<file path="config.mk">
export PLATFORM = sky130hd
export DESIGN_NAME = lpft_cfg
export DESIGN_NICKNAME = d
export VERILOG_FILES = /design/src/rtl/core/lpft_pkg.sv /design/src/rtl/core/lpft_cfg.sv
export SDC_FILE = /design/constraint.sdc
export NUM_CORES = 1
export LEC_CHECK = 0
export BUFFER_PORTS_ARGS = -buffer_cell sky130_fd_sc_hd__buf_2
export CAP_MARGIN = 10
export CORE_MARGIN = 5
export CORE_UTILIZATION = 44
export CTS_CLUSTER_SIZE = 25
export DETAILED_ROUTE_END_ITERATION = 8
export GPL_TIMING_DRIVEN = 0
export PLACE_DENSITY = 0.77
export SETUP_SLACK_MARGIN = 0.02
export SYNTH_ARGS = -nofsm -noshare
export SYNTH_HDL_FRONTEND = slang
export SYNTH_SLANG_ARGS = --single-unit
</file>
<file path="constraint.sdc">
create_clock -name clk -period 2.2 [get_ports clk]
set_clock_uncertainty 0.2 [all_clocks]
set_input_delay 0.22 -clock clk [delete_from_list [all_inputs] [get_ports clk]]
set_output_delay 0.22 -clock clk [all_outputs]
set_load 0.02 [all_outputs]
</file>
<file path="src/rtl/core/lpft_pkg.sv">
package lpft_pkg;

  localparam int unsigned COORD_W  = 24;
  localparam int unsigned COEF_W   = 16;
  localparam int unsigned PROD_W   = COORD_W + COEF_W;
  localparam int unsigned ACC_W    = PROD_W + 4;
  localparam int unsigned SQ_W     = 2 * COORD_W - 1;
  localparam int unsigned RSQ_W    = 48;
  localparam int unsigned FRAC_W   = 14;
  localparam int unsigned CFG_DW   = 64;
  localparam int unsigned CFG_AW   = 6;

  localparam logic [7:0] RING_LIMIT = 8'd16;
  localparam logic [4:0] LINE_BASE  = 5'd4;
  localparam logic [15:0] INTEN_SAT = 16'd4080;
  localparam logic [7:0] REFL_MAX   = 8'd255;

  localparam logic signed [COORD_W-1:0] COORD_MAX = {1'b0, {(COORD_W-1){1'b1}}};
  localparam logic signed [COORD_W-1:0] COORD_MIN = {1'b1, {(COORD_W-1){1'b0}}};

  localparam logic [1:0] STATUS_EMIT     = 2'd0;
  localparam logic [1:0] STATUS_STALE    = 2'd1;
  localparam logic [1:0] STATUS_FILTERED = 2'd2;

  typedef enum logic [2:0] {
    REG_ROT_A    = 3'd0,
    REG_ROT_B    = 3'd1,
    REG_ROT_C    = 3'd2,
    REG_SHIFT_X  = 3'd3,
    REG_SHIFT_Y  = 3'd4,
    REG_SHIFT_Z  = 3'd5,
    REG_STRIDE   = 3'd6,
    REG_MIN_RSQ  = 3'd7
  } reg_idx_t;

  typedef struct packed {
    logic [63:0]               point_time;
    logic [63:0]               window_start;
    logic                      fuse_enable;
    logic [7:0]                ring_index;
    logic [7:0]                fire_grp;
    logic signed [COORD_W-1:0] point_x;
    logic signed [COORD_W-1:0] point_y;
    logic signed [COORD_W-1:0] point_z;
    logic [15:0]               intensity;
  } point_t;

  typedef struct packed {
    logic [1:0]                status;
    logic [31:0]               time_offset;
    logic signed [COORD_W-1:0] out_x;
    logic signed [COORD_W-1:0] out_y;
    logic signed [COORD_W-1:0] out_z;
    logic [7:0]                reflectivity;
    logic [4:0]                line_number;
  } result_t;

  typedef struct packed {
    logic [47:0]               rot_a;
    logic [47:0]               rot_b;
    logic [47:0]               rot_c;
    logic signed [COORD_W-1:0] shift_x;
    logic signed [COORD_W-1:0] shift_y;
    logic signed [COORD_W-1:0] shift_z;
    logic [7:0]                stride;
    logic [RSQ_W-1:0]          min_range_sq;
  } cfg_t;

  // three restoring remainder steps, dividend bits msb first
  function automatic logic [7:0] rem_step3(input logic [7:0] rem_in,
                                           input logic [2:0] bits,
                                           input logic [7:0] dvs);
    logic [8:0] r;
    r = {1'b0, rem_in};
    for (int i = 2; i >= 0; i--) begin
      r = {r[7:0], bits[i]};
      if (r >= {1'b0, dvs}) begin
        r = r - {1'b0, dvs};
      end
    end
    return r[7:0];
  endfunction

endpackage

</file>
<file path="src/rtl/core/lpft_cfg.sv">
module lpft_cfg
  import lpft_pkg::*;
(
  input  logic              clk,
  input  logic              rst,
  input  logic              psel,
  input  logic              penable,
  input  logic              pwrite,
  input  logic [CFG_AW-1:0] paddr,
  input  logic [CFG_DW-1:0] pwdata,
  output logic [CFG_DW-1:0] prdata,
  output logic              pready,
  output cfg_t              cfg
);

  logic     wr_en;
  reg_idx_t idx;

  assign pready = 1'b1;
  assign wr_en  = psel & penable & pwrite;
  assign idx    = reg_idx_t'(paddr[CFG_AW-1:3]);

  always_ff @(posedge clk) begin
    if (rst) begin
      cfg.rot_a        <= 48'd16384;
      cfg.rot_b        <= 48'd1073741824;
      cfg.rot_c        <= 48'd70368744177664;
      cfg.shift_x      <= '0;
      cfg.shift_y      <= '0;
      cfg.shift_z      <= '0;
      cfg.stride       <= 8'd1;
      cfg.min_range_sq <= '0;
    end else if (wr_en) begin
      unique case (idx)
        REG_ROT_A:   cfg.rot_a        <= pwdata[47:0];
        REG_ROT_B:   cfg.rot_b        <= pwdata[47:0];
        REG_ROT_C:   cfg.rot_c        <= pwdata[47:0];
        REG_SHIFT_X: cfg.shift_x      <= pwdata[COORD_W-1:0];
        REG_SHIFT_Y: cfg.shift_y      <= pwdata[COORD_W-1:0];
        REG_SHIFT_Z: cfg.shift_z      <= pwdata[COORD_W-1:0];
        REG_STRIDE:  cfg.stride       <= pwdata[7:0];
        REG_MIN_RSQ: cfg.min_range_sq <= pwdata[RSQ_W-1:0];
        default: ;
      endcase
    end
  end

  always_comb begin
    prdata = '0;
    unique case (idx)
      REG_ROT_A:   prdata = CFG_DW'(cfg.rot_a);
      REG_ROT_B:   prdata = CFG_DW'(cfg.rot_b);
      REG_ROT_C:   prdata = CFG_DW'(cfg.rot_c);
      REG_SHIFT_X: prdata = CFG_DW'(cfg.shift_x[COORD_W-1:0]);
      REG_SHIFT_Y: prdata = CFG_DW'(cfg.shift_y[COORD_W-1:0]);
      REG_SHIFT_Z: prdata = CFG_DW'(cfg.shift_z[COORD_W-1:0]);
      REG_STRIDE:  prdata = CFG_DW'(cfg.stride);
      REG_MIN_RSQ: prdata = CFG_DW'(cfg.min_range_sq);
      default:     prdata = '0;
    endcase
  end

endmodule

</file>
---- Yosys cells after proc, flatten, opt, wreduce, memory -nomap -nowiden ----
Cells that the tools add are included.
storage, ports and cells
  bits in registers ....................... 272
  bits of input ports ..................... 75
  output and inout bits ................... 337
  word-level logic and storage cells ...... 27
cells by class
  eq/ne operators ......................... 7
  mux-type cells .......................... 1
  bitwise logic cells ..................... 2
  reduce and logical (&&, ||, !) cells .... 9
operators with widths
  cell                                                                    number
  64-bit case mux with 8 select lines                                     1
  2-bit AND reduction                                                     8
  3-bit equality test (second input constant)                             4
  3-bit by 2-bit equality test with 1-bit output (second input constant)  2
  3-bit by 1-bit equality test with 1-bit output (second input constant)  1
  3-bit logical NOT                                                       1
  1-bit AND                                                               2

---- Longest topological paths before layout ----
Gate-level depths: netlist (run 1).
  depth in word-level cells ............... 3
  mapped depth ............................ 7
  depth with buffers taken out ............ 4

---- Least setup slack after synthesis (run 1) ----
Ideal clock, no wire load.
  kind .................................... input -> output
  start point ............................. input paddr[4]
  end point ............................... output prdata[16]
  arrival ................................. 1.474 ns
  required time ........................... 1.780 ns
  setup slack ............................. 0.306 ns
  stages on the path ...................... 7
  buffers on the path ..................... 3
  cells stage by stage .................... buf_4 > buf_2 > clkbuf_1 > nand3_1 > o21ai_0 > nand2_1 > a21oi_1
between the ends
  word-level cells in the longest chain between the ends .. 2
  elaborated cells on any way between the ends .. 9
  classes of those cells .................. eq/ne: 7; mux: 1; reduce/logical: 1
RTL lines
  element                                      line            source
  start, declared                              lpft_cfg.sv:9   input logic [CFG_AW-1:0] paddr,
  3-bit equality test (tied with other cells)  lpft_cfg.sv:50  unique case (idx)
  64-bit case mux with 8 select lines *        lpft_cfg.sv:50
  end, declared                                lpft_cfg.sv:11  output logic [CFG_DW-1:0] prdata,
Mark *: on every way between the ends. The rest lies on a longest branch, timed or not. The select of a mux whose other input is x is not followed.

---- Final worst setup path (run 1) ----
  start point ............................. input paddr[4]
  end point ............................... output prdata[9]
Same word-level chain as after synthesis.

==> impl_results.md, run 1 <==
- Critical Path AT: 1.82 ns
- Final worst path period share: 101.7%
- Seq/Total Area, Yosys: 45.59%
- Placed instance count: 2361
- Post-synthesis cell area: 11950 µm²
- Number of buffers created by CTS: 29
- Simple logic cell fraction of the synthesized area: 23.82%
- Status: finished with violations
- DP Wirelength: 39.63 mm
- Core Footprint: 26880 µm²
- Failing checks: negative setup slack
- RSZ-0062 raised after global routing: true
- Syn Area/Cell: 7.288 µm²
- Reg clk slew, reported paths: 0.06 ns
- Number of global-route vias before repair: 12970
- RR Startpoint: cfg[174]$_SDFFE_PP1P_
- Cell variety after synth: 41
- Max reg flops: 272
- Synth Warn #: 0
- Critical path launch point: paddr[4]
- CP max FO: 10
- Die X: 174.8 µm
- Final setup violation count: 4
- Area leader, netlist: dfxtp_1
- Placed Area: 14260 µm²
- CP Launch Type: input pin
- Synth Flop Type: dfxtp_1
- Routed Antenna Nets: 0
- Pwr dens: 681.3 nW/µm²
- Crit path kind: in2out
- Post-synthesis compound-gate area fraction: 19.87%
- Routability cong.: 0.9395
- WL/cell: 22.39 µm
- Row count: 60
- Max IR drop VDD: 0.5455 mV
- Largest reg by FF count: cfg
- WL final: 55.21 mm
- Hold Path Origin: paddr[3]
- Worst path max stage delay: 0.43 ns
- IO Count: 412
- CP Capture Type: output pin
- Area Growth Syn to Fin: 33.50%
- 1st-iter DRT viols: 1718
- Total power: 10.86 mW
- Initial Util: 44.45%
- Met1 global-route usage: 41.71%
- Syn Inst Count: 1639
- Multiplexer area fraction after synthesis: 2.954%
- Max Cap Viol: 0
- DRC: 0
- Clock Tree Buf Depth: 3
- First-pass GRT wire length: 79.54 mm
- Maximum clock rate: 447.0 MHz
- Adder-cell share of the synthesized area: 0%
- CTS tree: built
- Synth Area in XOR/XNOR: 0%
- Setup TNS: -0.05395 ns
- Vias: 13970
- Synth top area cells: dfxtp_1 46%, nand2_1 18%, a21oi_1 14%
- WHS: 0.1221 ns
- H-tree Lvls: 1
- Nets: 2178
- Slew Viols, Final: 0
- Main combinational cell family by area after synthesis: simple AND/OR/NAND/NOR gates
- GRT Max-Usage Layer: met2
- Final WS setup: -0.03713 ns
- Worst path required time: 1.78 ns
- Synthesized flop and latch total: 272
- Pre-antenna DRT Iters: 9
- Post-layout util: 59.33%
- Ys async rst share: 0%
- Largest net degree at the start of global routing: 15
- Critical-path cell list: buf_2 > buf_6 > buf_4 > buf_6 > o22ai_1 > a222oi_1 > nor2_1 > buf_4
- I/O Buffers: 366
- Dpl ws: -0.5600 ns
- Gr usage total: 33.56%
- Fin area: 15950 µm²
- Clock latency reported for the late side of the worst-skew pair: 0.54 ns
- DIE AREA: 30540 µm²
- Minimum clock period: 2.237 ns
- Initial antenna violation count: 1
- DIE HEIGHT: 174.8 µm
- Root Buffer: clkbuf_16
- Routing usage on met2: 55.48%
- Pin slew with the least headroom to its limit: 0.8229 ns
- Gr ovfl total: 0
- Slew HR: 45.14%
- Share of layout cells above drive strength 1: 26.08%
- Post-synth top area share: 45.59%
- Vias per inst: 5.665
- Worst path slowest cell: a222oi_1
- EDFF count, synth: 0
- Leak pwr: 6.791 nW
- Non-Filler Instances: 2466
- Largest regs: cfg (272)
- TritonCTS Sinks: 272
- Hold WC Path Type: in2reg
- Fin. Hold Viols: 0
- M3 GR Usage: 7.356%
layer usage:
| layer | up-vias | share of wire, % |
|---|---|---|
| li1 | 6288 | - |
| met1 | 6485 | 38 |
| met4 | 2 | 5.4 |
| met3 | 200 | 11 |
| met2 | 994 | 46 |
| met5 | - | 0.020 |
cell usage in the layout (no fill, tap or decap), drive strengths merged, types with 2 or more instances in the layout:
master       instances
clkinv               5
nand2b               5
or2                  8
nor2b               40
nand2              571
mux2                 2
dfxtp              272
a222oi               5
a221oi              14
nor2                68
a21oi              326
o22a                 8
o21ai               41
dlygate4sd3         51
a211oi               2
buf                461
a32oi                2
nand3                4
a22oi                3
a31oi                2
clkbuf             103
conb                17
inv                 42
o2bb2ai             15
mux2i               33
nand3b               3
o22ai               11
path summary, 6_finish.rpt:
check	endpoint	slack, ns	cells past startpoint
worst max register to register	cfg[174]$_SDFFE_PP1P_	1.23	3
worst min-delay path	cfg[106]$_SDFFE_PP0P_	0.12	5
worst max-delay path	prdata[9]	-0.04	8
worst min register to register	cfg[218]$_SDFFE_PP0P_	0.26	2
critical path, delay by kind of cell:
family                 cells  cell delay [ns]
AO/OA/AOI/OAI              2             0.53
buffers and inverters      5             0.95
AND/OR/NAND/NOR            1             0.11
cell families (layout without fill, tap and decap cells):
logic type,after synthesis,after routing
compound gates,432,432
buf+inv,194,664
flops,272,272
mux,35,35
other cells,2,18
simple gates,704,704
timing repair:
| item | 4_1_cts | 5_1_grt |
|---|---|---|
| setup endpoints to repair | 48 | 43 |
| resized for setup | 53 | 52 |
| gates cloned | 0 | 0 |
| buffers inserted | 0 | 1 |
| pin swaps | 1 | 12 |
| hold endpoints to repair | 272 | 0 |
| hold buffers | 51 | 0 |
final cells by class:
cell class              count  area (µm²)
diodes                      1       2.502
plain buffers             152       913.4
clock buffers              45       835.8
clock inverters             7       63.81
fillers                  2480       10930
inverters                  42       163.9
multi-input cells        1188        5718
flip-flops and latches    272        5458
well taps                 341       426.7
repair buffers            418        2365
synth_stat cells, drive strengths merged, types with 2 or more instances:
cell,number
nand2,571
a21oi,326
dfxtp,272
buf,93
nor2,68
clkbuf,59
inv,41
o21ai,41
nor2b,40
mux2i,33
o2bb2ai,15
a221oi,14
o22ai,11
o22a,8
or2,8
a222oi,5
nand2b,5
nand3,4
a22oi,3
nand3b,3
a211oi,2
a31oi,2
a32oi,2
conb,2
mux2,2
power breakdown:
group / switching [mW] / total, mW / internal (mW)
Sequential: 0.0329 / 4.99 / 4.96
Clock: 2.05 / 4.76 / 2.71
Combinational: 0.752 / 1.11 / 0.356
Total: 2.84 / 10.9 / 8.03
No activity file was read; power rests on OpenSTA's default activity.
==> inputs of run 2 (changes only) <==
--- a/config.mk
+++ b/config.mk
@@ -7,11 +7,12 @@
 export LEC_CHECK = 0
 export BUFFER_PORTS_ARGS = -buffer_cell sky130_fd_sc_hd__buf_2
-export CAP_MARGIN = 10
+export CELL_PAD_IN_SITES_DETAIL_PLACEMENT = 0
+export CELL_PAD_IN_SITES_GLOBAL_PLACEMENT = 1
 export CORE_MARGIN = 5
-export CORE_UTILIZATION = 44
+export CORE_UTILIZATION = 35
 export CTS_CLUSTER_SIZE = 25
 export DETAILED_ROUTE_END_ITERATION = 8
 export GPL_TIMING_DRIVEN = 0
-export PLACE_DENSITY = 0.77
+export PLACE_DENSITY = 0.85
 export SETUP_SLACK_MARGIN = 0.02
 export SYNTH_ARGS = -nofsm -noshare
==> constraint.sdc (replaced) <==
create_clock -name clk -period 2.2 [get_ports clk]
set_clock_uncertainty 0.2 [all_clocks]
set_input_delay 0.22 -clock clk [delete_from_list [all_inputs] [get_ports clk]]
set_output_delay 0.22 -clock clk [all_outputs]
set_load 0.05 [all_outputs]
==> run 2 against run 1 <==
  * The flow now finishes without violations
  * Hold slack worse by 0.021 ns
  * First-iteration DRC count decreased by 36%
  * Critical path depth up 1
  * Routed wire length increased by 7.4%
  * Critical endpoint is now prdata[23]
==> impl_results.md, run 2 (synthesis gave the netlist of run 1 again) <==
- Largest regs: cfg (272) (unchanged)
- Hold WC Path Type: in2reg (unchanged)
- Vias per inst: 5.306 (was 5.665)
- H-tree Lvls: 1 (unchanged)
- Vias: 13690 (was 13970)
- Worst path slowest cell: clkbuf_4 (was a222oi_1)
- Setup TNS: 0 ns (was -0.05395 ns)
- DIE AREA: 37920 µm² (was 30540 µm²)
- Minimum clock period: 2.196 ns (was 2.237 ns)
- Pre-antenna DRT Iters: 6 (was 9)
- CP top delay family: buffers and inverters (unchanged)
- Pwr dens: 697.1 nW/µm² (was 681.3 nW/µm²)
- Gr usage total: 29.20% (was 33.56%)
- Crit path kind: in2out (unchanged)
- Worst path depth: 9 (was 8)
- Number of global-route vias before repair: 13090 (was 12970)
- Critical Path AT: 1.78 ns (was 1.82 ns)
- WHS Path Cells: 5 (unchanged)
- Die X: 194.7 µm (was 174.8 µm)
- CP max FO: 10 (unchanged)
- Core Footprint: 33620 µm² (was 26880 µm²)
- Pin slew with the least headroom to its limit: 0.8827 ns (was 0.8229 ns)
- Final WS setup: 0.004213 ns (was -0.03713 ns)
- Gr ovfl total: 0 (unchanged)
- Crit path buf inv count: 5 (unchanged)
- Area of the multi-input gates: 5852 µm² (was 5718 µm²)
- Nets: 2183 (was 2178)
- DIE HEIGHT: 194.7 µm (was 174.8 µm)
- TritonCTS Sinks: 272 (unchanged)
- Initial antenna violation count: 3 (was 1)
- CTS tree: built (unchanged)
- Worst path required time: 1.78 ns (about the same)
- Commonest cells after routing, fill and taps aside: 570 x nand2_1, 374 x buf_2, 296 x a21oi_1, 251 x dfxtp_1, 59 x nor2_1 (was 570 x nand2_1, 401 x buf_2, 324 x a21oi_1, 264 x dfxtp_1, 62 x nor2_1)
- RSZ-0062 raised after global routing: true (unchanged)
- Status: finished clean (was finished with violations)
- 1st-iter DRT viols: 1091 (was 1718)
- Slew HR: 41.15% (was 45.14%)
- IO Count: 412 (unchanged)
- Final worst path period share: 99.81% (was 101.7%)
- Area Growth Syn to Fin: 38.26% (was 33.50%)
- Total power: 11.51 mW (was 10.86 mW)
- Max Cap Viol: 0 (unchanged)
- Clock latency reported for the late side of the worst-skew pair: 0.56 ns (was 0.54 ns)
- Sequential cell area: 5472 µm² (was 5458 µm²)
- CP Capture Type: output pin (unchanged)
- Slew Viols, Final: 0 (unchanged)
- Worst path max stage delay: 0.25 ns (was 0.43 ns)
- Post-layout util: 49.13% (was 59.33%)
- Row count: 67 (was 60)
- Dpl ws: -0.7223 ns (was -0.5600 ns)
- Share of layout cells above drive strength 1: 28.59% (was 26.08%)
- CP Launch Type: input pin (unchanged)
- Routed Antenna Nets: 0 (unchanged)
- Commonest non-fill, non-tap cell in the layout: nand2_1 (unchanged)
- DP Wirelength: 42.45 mm (was 39.63 mm)
- Reg clk slew, reported paths: 0.07 ns (was 0.06 ns)
- CP most frequent cell: buf_6
- Filler cells: 3466 (was 2480)
- WL/cell: 23.00 µm (was 22.39 µm)
- Largest reg by FF count: cfg (unchanged)
- Final setup violation count: 0 (was 4)
- DRC: 0 (unchanged)
- I/O Buffers: 366 (unchanged)
- Root Buffer: clkbuf_16 (unchanged)
- Routability cong.: 0.8816 (was 0.9395)
- First-pass GRT wire length: 85.37 mm (was 79.54 mm)
- Initial Util: 35.53% (was 44.45%)
- Leak pwr: 6.897 nW (was 6.791 nW)
- Maximum clock rate: 455.4 MHz (was 447.0 MHz)
- Max IR drop VDD: 0.5618 mV (was 0.5455 mV)
- Clock Tree Buf Depth: 3 (unchanged)
- WL final: 59.31 mm (was 55.21 mm)
- R2R cell count: 3 (unchanged)
- Largest net degree at the start of global routing: 15 (unchanged)
- Fin. Hold Viols: 0 (unchanged)
- Number of buffers created by CTS: 31 (was 29)
- Placed Area: 14510 µm² (was 14260 µm²)
- Fin area: 16520 µm² (was 15950 µm²)
- Critical-path cell list: buf_2 > buf_6 > buf_8 > nor2_2 > buf_6 > nand3_1 > o21ai_0 > o22a_1 > clkbuf_4 (was buf_2 > buf_6 > buf_4 > buf_6 > o22ai_1 > a222oi_1 > nor2_1 > buf_4)
- Max reg flops: 272 (unchanged)
==> run 2: power breakdown <==
group	switching (mW)	leakage (nW)	internal, mW	total (mW)
Combinational	1.01	4.21	0.398	1.40
Sequential	0.0326	2.20	4.96	5.00
Clock	2.15	0.488	2.96	5.11
==> run 2: metal layers <==
metal	vias up	global-route usage [%]	wire length, µm
met4	4	10.60	2382
met5	-	0	23
met1	6496	37.09	23490
li1	6294	-	-
met2	756	48.23	27410
met3	135	7.358	6000
==> run 2: path summary, 6_finish.rpt <==
kind / startpoint / to / slack [ns]
min: paddr[3] / cfg[106]$_SDFFE_PP0P_ / 0.10
max reg2reg: cfg[174]$_SDFFE_PP1P_ / cfg[174]$_SDFFE_PP1P_ / 1.21
min reg2reg: cfg[145]$_SDFFE_PP0P_ / cfg[145]$_SDFFE_PP0P_ / 0.27
max: paddr[4] / prdata[23] / 0.004
==> run 2: final cells by class <==
cell class              instances  share of cell area (%)
well taps                     448                   3.394
inverters                      42                   1.008
plain buffers                 152                   5.795
clock inverters                 7                  0.3864
multi-input cells            1188                   35.43
clock buffers                  48                   5.568
diodes                          1                 0.01515
repair buffers                421                   15.27
flip-flops and latches        272                   33.13
==> run 2: worst register-to-register path: cells and delay by family (launching register included) <==
family / cells / cell delay [ns]
simple gates: 1 / 0.04
flops: 1 / 0.32
compound gates: 1 / 0.26
buf+inv: 1 / 0.06
==> run 2: what timing repair did <==
item | CTS | global route
setup endpoints to repair | 48 | 47
gates resized for setup | 106 | 99
endpoints found under the hold margin | 272 | 0
cloned | 0 | 0
setup buffers | 2 | 2
pin swaps | 7 | 16
hold buffers | 51 | 0
==> run 2: per-stage QoR <==
step	hold WS (ns)	instances
after floorplan	0.1378	1654
after global placement	0.2523	2468
after detailed placement	0.2603	2468
after CTS	0.09080	2576
after global routing	0.1241	2579
final	0.1015	2579
